<file path="src/hw/rtl/imuc_pkg.sv">
package imuc_pkg;

    localparam int NUM_AXES   = 3;
    localparam int BYTE_W     = 8;
    localparam int RAW_W      = 2 * BYTE_W;
    localparam int SENS_W     = 24;
    localparam int BIAS_W     = 16;
    localparam int BIAS_SH    = 16;
    localparam int COEF_W     = 16;
    localparam int ROW_W      = NUM_AXES * COEF_W;
    localparam int CAL_W      = 40;
    localparam int CFG_DATA_W = ROW_W;
    localparam int CFG_IDX_W  = 3;

    // raw * sensitivity fits in 41 bits signed, and so does the biased value
    localparam int SCALED_W   = RAW_W + SENS_W + 1;
    // scaled value split for the coefficient products
    localparam int LO_W       = 24;
    localparam int HI_W       = SCALED_W - LO_W;
    localparam int PLO_W      = COEF_W + LO_W + 1;
    localparam int PHI_W      = COEF_W + HI_W;
    localparam int PROD_W     = COEF_W + SCALED_W;
    localparam int ACC_W      = PROD_W + 2;
    localparam int RND_W      = ACC_W + 1;
    localparam int ROUND_SH   = 22;
    localparam int Q_W        = RND_W - ROUND_SH;

    // pipeline stages: product, bias, partial products, products, sum, output
    localparam int STAGES     = 6;

    localparam logic [CFG_IDX_W-1:0] REG_SENSITIVITY = 3'd0;
    localparam logic [CFG_IDX_W-1:0] REG_BIAS_X      = 3'd1;
    localparam logic [CFG_IDX_W-1:0] REG_BIAS_Y      = 3'd2;
    localparam logic [CFG_IDX_W-1:0] REG_BIAS_Z      = 3'd3;
    localparam logic [CFG_IDX_W-1:0] REG_ROW_X       = 3'd4;
    localparam logic [CFG_IDX_W-1:0] REG_ROW_Y       = 3'd5;
    localparam logic [CFG_IDX_W-1:0] REG_ROW_Z       = 3'd6;

    localparam logic [SENS_W-1:0] SENS_RESET  = 24'd65536;
    localparam logic [ROW_W-1:0]  ROW_X_RESET = 48'h0000_0000_4000;
    localparam logic [ROW_W-1:0]  ROW_Y_RESET = 48'h0000_4000_0000;
    localparam logic [ROW_W-1:0]  ROW_Z_RESET = 48'h4000_0000_0000;

    typedef logic signed [SCALED_W-1:0] scaled_t;
    typedef logic signed [CAL_W-1:0]    cal_t;

    // per-stage load enables
    typedef struct packed {
        logic mul;
        logic bias;
        logic part;
        logic prod;
        logic sum;
        logic outp;
    } imuc_adv_t;

endpackage

</file>
<file path="src/hw/rtl/imuc_scale_lane.sv">
module imuc_scale_lane
    import imuc_pkg::*;
(
    input  logic                clk,
    input  imuc_adv_t           adv,
    input  logic [BYTE_W-1:0]   low,
    input  logic [BYTE_W-1:0]   high,
    input  logic [SENS_W-1:0]   sensitivity,
    input  logic [BIAS_W-1:0]   bias,
    output scaled_t             scaled
);

    scaled_t mul_reg;
    scaled_t mul_next;
    scaled_t scaled_reg;
    scaled_t scaled_next;
    scaled_t bias_shifted;

    always_comb
    begin
        mul_next     = SCALED_W'($signed({high, low}))
                       * SCALED_W'($signed({1'b0, sensitivity}));
        bias_shifted = $signed({{(SCALED_W - BIAS_W - BIAS_SH){bias[BIAS_W-1]}},
                                bias, {BIAS_SH{1'b0}}});
        scaled_next  = mul_reg - bias_shifted;
    end

    always_ff @(posedge clk)
    begin
        if (adv.mul)
        begin
            mul_reg <= mul_next;
        end
        if (adv.bias)
        begin
            scaled_reg <= scaled_next;
        end
    end

    assign scaled = scaled_reg;

endmodule

</file>
<file path="config.mk">
export PLATFORM = sky130hd
export DESIGN_NAME = imuc_scale_lane
export DESIGN_NICKNAME = d
export VERILOG_FILES = /design/src/hw/rtl/imuc_pkg.sv /design/src/hw/rtl/imuc_scale_lane.sv
export SDC_FILE = /design/constraint.sdc
export NUM_CORES = 1
export LEC_CHECK = 0
export BUFFER_PORTS_ARGS = -buffer_cell sky130_fd_sc_hd__buf_4
export CAP_MARGIN = 25
export CORE_UTILIZATION = 49
export CTS_BUF_LIST = sky130_fd_sc_hd__clkbuf_16
export CTS_CLUSTER_DIAMETER = 100
export DETAILED_ROUTE_END_ITERATION = 8
export GPL_TIMING_DRIVEN = 0
export PLACE_DENSITY = 0.72
export SLEW_MARGIN = 40
export SYNTH_ARGS = -nofsm -noshare
export SYNTH_HDL_FRONTEND = slang
export SYNTH_SLANG_ARGS = --single-unit
</file>
<file path="constraint.sdc">
create_clock -name clk -period 8.3 [get_ports clk]
set_input_delay 0.83 -clock clk [delete_from_list [all_inputs] [get_ports clk]]
set_output_delay 0.83 -clock clk [all_outputs]
set_load 0.03 [all_outputs]
</file>
Word level (Yosys, flattened, before mapping)
Index checks and enable logic that the tools add are counted.

Shifts and indexed selects: 0. Bitwise logic cells: 0. Eq/ne operators: 0. $lt $le $gt $ge: 0. Multiplexer cells: 0. Reduce and logical (&&, ||, !) cells: 0. Add/sub/neg operators: 1. Multipliers: 1. Div/mod/pow operators: 0.

Operator list (number): 16-bit by 25-bit multiplier with 41-bit output (1); 41-bit by 32-bit subtractor with 41-bit output (1).

Register bits after elaboration: 82. Memory bits (writable): 0. Bits in latches: 0. Output and inout port bits: 41. Bits in read-only memories: 0. Memories: 0. Input port bits: 63.

Longest topological paths before layout
Gate-level depths: netlist of the first run.

Word-level depth: 1. Gate-level depth with buffers: 24.

Worst setup path before layout of the first run
Ideal clock, no wire load.

Path kind: input-to-reg. From: in low[1]. To: reg mul_reg[40] (data pin). Buffers on the path: 3. Setup slack: 1.955 ns. Required time: 8.028 ns. Arrival time: 6.073 ns. Setup time: 0.272 ns. Stages on the path: 24. Path through: clkbuf_1 nand2_1 fa_1 inv_1 fa_1 inv_1 fa_1 inv_1 fa_1 fa_1 inv_1 fa_1 inv_1 ha_1 clkbuf_1 a21oi_1 o21ai_0 a21oi_1 nand2_1 a21o_1 and2_1 buf_4 a2111oi_1 a311oi_1.

Word-level cells in the longest chain between the ends: 1.

Ends and longest elaborated chain: start, declared (RTL line imuc_scale_lane.sv:6) `input logic [BYTE_W-1:0] low,`; 16-bit by 25-bit multiplier with 41-bit output (RTL line imuc_scale_lane.sv:22) `* SCALED_W'($signed({1'b0, sensitivity}));`; named net mul_next[40] (RTL line imuc_scale_lane.sv:14) `scaled_t mul_next;`; end signal, assigned (RTL line imuc_scale_lane.sv:32) `mul_reg <= mul_next;`; end, declared (RTL line imuc_scale_lane.sv:13) `scaled_t mul_reg;`.

The timed path passes the listed nets, and every way through them passes these cells. A chain may end at the register's enable or synchronous reset.

Worst setup path after layout of the first run
From: in low[2]. To: reg mul_reg[40] (data pin).

The elaborated chain is that of the path after synthesis.

==> results of run 1 <==
[stage by stage]
stage	cell area [µm²]	hold slack, ns
floorplan	16700	0.400
global placement	18000	0.401
detailed placement	18000	0.405
CTS	18300	0.422
global route	18300	0.428
finish	18300	0.420
[layer usage]
metal	vias up	global-route usage	part of all wire
li1	5670	-	-
met1	6064	0.340	0.42
met2	539	0.410	0.45
met3	105	0.0560	0.093
met4	0	0.103	0.042
met5	-	0	0
[worst min-delay path by stage]
stage                            from          to  slack (ns)  depth (start not counted)
after floorplan            mul_reg[0]   scaled[0]        0.40                          0
after global placement     mul_reg[3]   scaled[3]        0.40                          0
after detailed placement  mul_reg[10]  scaled[10]        0.40                          0
after CTS                  mul_reg[8]   scaled[8]        0.42                          0
after global routing       mul_reg[5]   scaled[5]        0.43                          0
final                      mul_reg[8]   scaled[8]        0.42                          0
[final cells by class]
cell class | instances | area [µm²] | share of cell area
plain buffers | 69 | 264 | 0.0144
clock buffers | 9 | 225 | 0.0123
clock inverters | 7 | 60.1 | 0.00328
inverters | 409 | 1540 | 0.0839
multi-input cells | 1223 | 12400 | 0.680
flip-flops and latches | 82 | 2460 | 0.135
well taps | 448 | 561 | 0.0306
repair buffers | 99 | 743 | 0.0406
[placed cells by master (no fill, tap or decap), types with 2 or more instances in the layout]
cell type / n
a31o_2: 5
clkbuf_1: 66
fa_1: 307
nor2b_1: 6
a31oi_1: 9
nor3_1: 8
or2_2: 3
a211oi_1: 3
nor4_1: 3
o211ai_1: 5
o21a_1: 5
a21o_1: 34
inv_6: 3
a221o_1: 2
clkinv_4: 3
xnor2_1: 40
nand2_1: 237
xor2_1: 22
edfxtp_1: 82
and3_1: 6
o21ai_2: 3
a41oi_1: 2
a21oi_1: 58
o21ai_0: 29
nor2_1: 46
o31a_1: 3
a221oi_2: 2
a221oi_1: 2
and2_1: 169
o21bai_1: 8
nand4_1: 7
ha_1: 162
buf_4: 100
inv_1: 408
clkbuf_16: 9
nand2b_1: 9
nand3_1: 9
[worst max-delay path, stage by stage]
cell and delay, ns:
buf_4 0.18, clkbuf_1 0.56, nand2_1 0.17, fa_1 0.53, inv_1 0.05, fa_1 0.53
inv_1 0.06, fa_1 0.49, inv_1 0.05, fa_1 0.49, fa_1 0.56, inv_1 0.07
fa_1 0.48, inv_1 0.05, ha_1 0.26, clkbuf_1 0.18, a21oi_1 0.21, o21ai_0 0.12
a21oi_1 0.18, nand2_1 0.08, a21o_1 0.19, and2_1 0.14, buf_4 0.15, a2111oi_1 0.35
a311oi_1 0.10
[cell families after synthesis]
kind of cell,after synthesis,share of synthesized area
DFF,82,0.147
adders and majority gates,469,0.489
and+or+nand+nor,506,0.146
AOI/OAI and AO/OA,186,0.0769
xor gates and xnor gates,62,0.0325
buffers and inverters,478,0.108
==> metrics.txt, run 1 <==
status finished clean; post-placement cell count 2330; WL final 42700 µm; clk slew on worst S/H paths 0.07 ns; hpwl dp 35700 µm; top-count cell post-synth inv_1; Initial Util 0.498; maximum number of pins on one net before global-route repair 42; DP Worst Slack 1.03 ns; Post-synth ARST share 0; post-synth top area cell fa_1; CTS Buf Count 9; Clock Skew 0.00788 ns; post-CTS setup buffers 0; fin. max-slew vios 0; first-pass GRT wire length 69300 µm; die width 187 µm; Tcrit/Tclk final 0.846; Vias 12378; Sum Neg Setup Slack 0 ns; ANT cells 0; minimum clock period 7.02 ns; Antenna Nets Post-Route 0; Seq/Total Area, Yosys 0.147; maximum clock rate 0.142 GHz; post-CTS sizing 0; Synth Instances 1783; # DRC 0; drt pass-1 iters 5; CTS tree yes; top_reg_cell synth edfxtp_1; WL/cell 18.2 µm; Seq cells post-synth 82; gr usage total 0.256; FF-to-FF End scaled[40]; Syn Nets 2315; Clock Latency Late Sink 0.33 ns; FP Rows 67; Post-synth EDFFs 82; fillers 3096; launch point of the worst path low[2]; routability cong. 0.956; Max Root-Sink Buffers 2; die area 34800 µm²; netlist area before placement 16700 µm²; initial DRC count 728; Critical Path Sink mul_reg[40]; num ports 104; worst slew pin tran 0.812 ns; critical path type input port to register; Setup Viol. Count Final 0; GRT overflow 0; FF-to-FF Start mul_reg[16]; syn avg cell area 9.37 µm²; final core utilization 0.545; r2r worst-path depth 11; Final #Nets 2425; Final Non-Filler Cells 2346; layout cell share with drive strength beyond 1 0.0717; required time of the critical path 8.36 ns; slack of the critical path 1.28 ns; synth warn 0; growth of design area from synthesis to finish 9.51%; largest cells by area after synthesis fa_1, edfxtp_1, ha_1; # hold bufs at CTS 0; worst hold path class register to register; initial antenna violation count 0; clock sink count 82; Setup crit end kind register; vias in the first global route 12988; worst-path fanout max 10; Final Hold Vio Count 0; die height 187 µm; Worst Path Arrival 7.08 ns; commonest cells in the netlist inv_1, fa_1, nand2_1; synth unique cells 56; Critical Path Start Type input port; max cap viols 0; Core Footprint 33500 µm²; vias per cell 5.28; reg-to-reg slack, setup 5.46 ns; RSZ-0062 raised after global routing no; H-tree Lvls 3; worst relative slew slack 0.459; PortBufs 99; Synth top area share 0.368; CTS root buf clkbuf_16
Power of run 1 is left out: the tool's default activity adds up to more than one toggle a clock period on the data nets, which glitch-free logic cannot reach.
==> inputs of run 2 (changes only) <==
==> constraint.sdc (replaced) <==
create_clock -name clk -period 6.5 [get_ports clk]
set_input_delay 0.65 -clock clk [delete_from_list [all_inputs] [get_ports clk]]
set_output_delay 0.65 -clock clk [all_outputs]
set_load 0.03 [all_outputs]
==> run 2 against run 1 <==
  * Design area increased by 0.52%
  * Highest routed layer unchanged
  * Worst hold slack improved by 0.00054 ns
  * First-iteration DRC count decreased by 2.5%
  * Setup slack got worse by 1.1 ns
  * Cell count decreased by 0.60%
  * Critical path type unchanged
  * Count of clock-buffer cells in the layout unchanged
==> metrics.txt, run 2 (synthesized netlist as in run 1, its figures left out) <==
status finished clean (unchanged); growth of design area from synthesis to finish 10.1% (was 9.51%); DP Area 18000 µm² (unchanged); clk slew on worst S/H paths 0.07 ns (about the same); Final #Nets 2411 (was 2425); initial DRC count 710 (was 728); Core Footprint 33500 µm² (unchanged); critical path type input port to register (unchanged); die height 187 µm (unchanged); CTS root buf clkbuf_16 (unchanged); CTS Buf Count 9 (unchanged); most common cell after layout, fill and taps aside inv_1 (unchanged); reg-to-reg slack, setup 3.66 ns (was 5.46 ns); layout cell share with drive strength beyond 1 0.0998 (was 0.0717); hpwl dp 35700 µm (unchanged); worst hold path stage count 0 (unchanged); vias per cell 5.26 (was 5.28); Antenna Nets Post-Route 0 (unchanged); initial antenna violation count 0 (unchanged); worst slew pin tran 0.734 ns (was 0.812 ns); Max Root-Sink Buffers 2 (unchanged); first-pass GRT wire length 68600 µm (was 69300 µm); Setup Viol. Count Final 0 (unchanged); Sum Neg Setup Slack 0 ns (unchanged); max cap viols 0 (unchanged); routability cong. 0.956 (unchanged); FP Rows 67 (unchanged); Finished Cell Area 18400 µm² (was 18300 µm²); gr usage total 0.253 (was 0.256); # hold bufs at CTS 0 (unchanged); ANT cells 0 (unchanged); worst relative slew slack 0.511 (was 0.459); Clock Latency Late Sink 0.33 ns (about the same); WHS Endpoint scaled[5] (was scaled[8]); # DRC 0 (unchanged); FF-to-FF Start mul_reg[16] (unchanged); maximum clock rate 0.158 GHz; worst-path fanout max 10 (unchanged); worst hold path class register to register (unchanged); GRT overflow 0 (unchanged); WL/cell 18.0 µm (was 18.2 µm); Vias 12255 (was 12378); required time of the critical path 6.56 ns (was 8.36 ns); Clock Skew 0.00918 ns (was 0.00788 ns); H-tree Lvls 3 (unchanged); num ports 104 (unchanged); clock sink count 82 (unchanged); r2r worst-path depth 11 (unchanged); Hold Startpoint mul_reg[5] (was mul_reg[8]); WL final 42000 µm (was 42700 µm); vias in the first global route 12908 (was 12988); minimum clock period 6.31 ns; most frequent cells in the layout inv_1, fa_1, nand2_1 (unchanged); Final Hold Vio Count 0 (unchanged); maximum number of pins on one net before global-route repair 42 (unchanged); CTS tree yes (unchanged); Worst Path Arrival 6.37 ns (was 7.08 ns); Critical Path Start Type input port (unchanged); die area 34800 µm² (unchanged); FF-to-FF End scaled[40] (unchanged); drt pass-1 iters 5 (unchanged); die width 187 µm (unchanged); Initial Util 0.498 (unchanged); Setup crit end kind register (unchanged); Tcrit/Tclk final 0.971; PortBufs 99 (unchanged); fin. max-slew vios 0 (unchanged)
-- run 2: worst max path at each step --
| stage | to | start | cells past startpoint | slack (ns) |
|---|---|---|---|---|
| floorplan | mul_reg[40] | low[1] | 24 | 0.34 |
| global placement | mul_reg[40] | sensitivity[22] | 25 | -0.59 |
| global route | mul_reg[40] | sensitivity[13] | 23 | -0.01 |
| CTS | mul_reg[40] | sensitivity[3] | 22 | 0.004 |
| finish | mul_reg[37] | low[2] | 22 | 0.19 |
| detailed placement | mul_reg[40] | sensitivity[22] | 25 | -0.59 |
-- run 2: worst max-delay path: stages --
cell and delay, ns:
buf_4 0.18, clkbuf_4 0.22, and2_1 0.17, fa_1 0.49, inv_1 0.06, fa_1 0.53
inv_1 0.05, fa_1 0.50, inv_1 0.06, fa_1 0.56, fa_1 0.43, fa_1 0.54
inv_1 0.06, ha_1 0.36, a21oi_2 0.20, o21bai_1 0.08, a21oi_1 0.19, o31a_1 0.21
o21ai_2 0.12, a21o_1 0.22, a221o_1 0.34, xor2_1 0.15
-- run 2: layer usage --
metal	global-route usage	vias to the layer above	part of all wire
li1	-	5641	-
met1	0.340	5999	0.42
met2	0.409	525	0.45
met3	0.0500	90	0.091
met4	0.0867	0	0.037
met5	0	-	0
-- run 2: cell type report --
type	instances	area, µm²
clock buffers	9	225
multi-input cells	1223	12500
clock inverters	7	60.1
fillers	3074	15100
plain buffers	54	290
flip-flops and latches	82	2460
well taps	448	561
repair buffers	100	751
inverters	409	1540
-- run 2: metrics by stage --
stage | hold WS, ns | util | cells | worst slack (ns)
after floorplan | 0.400 | - | 1783 | 0.335
after global placement | 0.401 | 0.537 | 2330 | -0.590
after detailed placement | 0.405 | 0.537 | 2330 | -0.592
after CTS | 0.422 | 0.545 | 2334 | 0.00390
after global routing | 0.428 | 0.548 | 2332 | -0.0114
final | 0.420 | 0.548 | 2332 | 0.190
-- run 2: timing repair --
item / 4_1_cts / 5_1_grt
buffers inserted: 0 / 1
setup endpoints to repair: 11 / 12
pin swaps: 0 / 3
gates resized for setup: 25 / 79
gates cloned: 0 / 0
Power of run 2 is left out for the same reason.
==> inputs of run 3 (changes only) <==
--- a/config.mk
+++ b/config.mk
@@ -7,12 +7,13 @@
 export LEC_CHECK = 0
 export BUFFER_PORTS_ARGS = -buffer_cell sky130_fd_sc_hd__buf_4
 export CAP_MARGIN = 25
-export CORE_UTILIZATION = 49
+export CORE_UTILIZATION = 64
 export CTS_BUF_LIST = sky130_fd_sc_hd__clkbuf_16
 export CTS_CLUSTER_DIAMETER = 100
 export DETAILED_ROUTE_END_ITERATION = 8
 export GPL_TIMING_DRIVEN = 0
-export PLACE_DENSITY = 0.72
+export MAX_ROUTING_LAYER = met4
+export PLACE_DENSITY = 0.88
 export SLEW_MARGIN = 40
 export SYNTH_ARGS = -nofsm -noshare
 export SYNTH_HDL_FRONTEND = slang
==> run 3 against run 2 <==
  * Cell count is 4.9% lower
  * Non-clock buffer count rose by 3
  * Wire length rose by 1.7%
  * Global-route usage rose by 9.7 points
  * Utilization grew 17 points
  * First-iteration DRC count increased by 50%
  * Via count is 3.4% higher
  * Setup slack got worse by 0.085 ns
==> metrics.txt, run 3 (synthesized netlist as in run 1, its figures left out) <==
r2r worst-path depth 9 (was 11); Critical Path Start Type input port (unchanged); FF-to-FF Start mul_reg[25] (was mul_reg[16]); CTS tree yes (unchanged); launch point of the worst path low[2] (unchanged); reg-to-reg slack, setup 3.70 ns (was 3.66 ns); Clock Skew 0.00582 ns (was 0.00918 ns); hpwl dp 35700 µm (about the same); required time of the critical path 6.57 ns (was 6.56 ns); die height 164 µm (was 187 µm); clk slew on worst S/H paths 0.06 ns (was 0.07 ns); PortBufs 99 (unchanged); Setup crit end kind register (unchanged); die area 26700 µm² (was 34800 µm²); # hold bufs at CTS 0 (unchanged); CTS root buf clkbuf_16 (unchanged); clock sink count 82 (unchanged); post-placement cell count 2212 (was 2330); vias per cell 5.72 (was 5.26); Critical Path Sink mul_reg[38] (was mul_reg[37]); worst-path fanout max 10 (unchanged); Clock Latency Late Sink 0.34 ns (was 0.33 ns); most common cell after layout, fill and taps aside inv_1 (unchanged); DP Worst Slack -0.583 ns (was -0.592 ns); maximum number of pins on one net before global-route repair 42 (unchanged); gr usage total 0.350 (was 0.253); Final Hold Vio Count 0 (unchanged); Antenna Nets Post-Route 0 (unchanged); critical path's most frequent cell fa_1 (unchanged); crit-path cells buf_4 > buf_2 > and2_1 > fa_1 > inv_1 > fa_1 > inv_1 > fa_1 > inv_1 > fa_1 > fa_1 > fa_2 > inv_1 > ha_2 > nand2_1 > o21ai_0 > a21oi_1 > o221ai_2 > a21o_1 > a31oi_1 > o21ai_0 > xor2_1 (was buf_4 > clkbuf_4 > and2_1 > fa_1 > inv_1 > fa_1 > inv_1 > fa_1 > inv_1 > fa_1 > fa_1 > fa_1 > inv_1 > ha_1 > a21oi_2 > o21bai_1 > a21oi_1 > o31a_1 > o21ai_2 > a21o_1 > a221o_1 > xor2_1); Vias 12676 (was 12255); GRT overflow 0 (unchanged); # DRC 0 (unchanged); Final Non-Filler Cells 2217 (was 2332); critical path type input port to register (unchanged); slack of the critical path 0.105 ns (was 0.190 ns); layout cell share with drive strength beyond 1 0.0986 (was 0.0998); initial antenna violation count 0 (unchanged); slowest cell delay on critical path 0.58 ns (was 0.56 ns); first-pass GRT wire length 68700 µm (was 68600 µm); fillers 1855 (was 3074); worst hold path class register to register (unchanged); growth of design area from synthesis to finish 9.45% (was 10.1%); vias in the first global route 13515 (was 12908); fin. max-slew vios 0 (unchanged); die width 164 µm (was 187 µm); Initial Util 0.658 (was 0.498); worst slew pin tran 0.700 ns (was 0.734 ns); worst relative slew slack 0.533 (was 0.511); Tcrit/Tclk final 0.984 (was 0.971); maximum clock rate 0.156 GHz (was 0.158 GHz); Slowest cell on crit path fa_2 (was fa_1); max cap viols 0 (unchanged); most frequent cells in the layout inv_1, fa_1, nand2_1 (unchanged); WL/cell 19.2 µm (was 18.0 µm); WL final 42700 µm (was 42000 µm); ANT cells 0 (unchanged); num ports 104 (unchanged); Final #Nets 2414 (was 2411); Worst Path Arrival 6.47 ns (was 6.37 ns); FP Rows 58 (was 67); Max Root-Sink Buffers 2 (unchanged); H-tree Lvls 3 (unchanged); CTS Buf Count 9 (unchanged); initial DRC count 1068 (was 710); FF-to-FF End scaled[39] (was scaled[40]); Setup Viol. Count Final 0 (unchanged); Core Footprint 25400 µm² (was 33500 µm²); drt pass-1 iters 5 (unchanged); minimum clock period 6.40 ns (was 6.31 ns); status finished clean (unchanged); routability cong. 1.02 (was 0.956)
==> run 3: layer usage <==
layer  GRT usage  wire length, µm
met1       0.440            16500
met2       0.548            19700
met3      0.0856             4690
met4       0.133             1730
met5           -                0
==> run 3: critical path, delay by kind of cell <==
kind                     cells  cell delay, ns
XOR/XNOR                     1            0.11
AND/OR/NAND/NOR              2            0.27
adder cells (fa/ha/maj)      7            3.53
AO/OA/AOI/OAI                6            1.30
buffers and inverters        6            0.62
==> run 3: stage by stage <==
step	utilization	TNS [ns]	area (µm²)	hold WS, ns
2_1_floorplan	-	0	16700	0.400
3_3_place_gp	0.703	-5.07	17900	0.401
3_5_place_dp	0.703	-6.68	17900	0.406
4_1_cts	0.714	0	18100	0.419
5_1_grt	0.720	-0.00251	18300	0.427
6_report	0.720	0	18300	0.416
==> run 3: worst min path at each step <==
| stage | end | from | slack (ns) | depth (start not counted) |
|---|---|---|---|---|
| floorplan | scaled[0] | mul_reg[0] | 0.40 | 0 |
| global placement | scaled[4] | mul_reg[4] | 0.40 | 0 |
| detailed placement | scaled[0] | mul_reg[0] | 0.41 | 0 |
| CTS | scaled[13] | mul_reg[13] | 0.42 | 0 |
| global route | scaled[0] | mul_reg[0] | 0.43 | 0 |
| finish | scaled[13] | mul_reg[13] | 0.42 | 0 |
==> run 3: repair_timing <==
| item | in CTS | in global routing |
|---|---|---|
| pin swaps | 0 | 3 |
| resized for setup | 20 | 72 |
| buffers inserted | 0 | 4 |
| setup endpoints to repair | 10 | 13 |
==> run 3: cell type report <==
cell class | count | area, µm² | share of cell area
inverters | 409 | 1540 | 0.0842
clock buffers | 9 | 225 | 0.0123
multi-input cells | 1223 | 12500 | 0.684
repair buffers | 103 | 773 | 0.0423
well taps | 330 | 413 | 0.0226
flip-flops and latches | 82 | 2460 | 0.135
plain buffers | 54 | 278 | 0.0152
clock inverters | 7 | 83.8 | 0.00459
Power of run 3 is left out for the same reason.
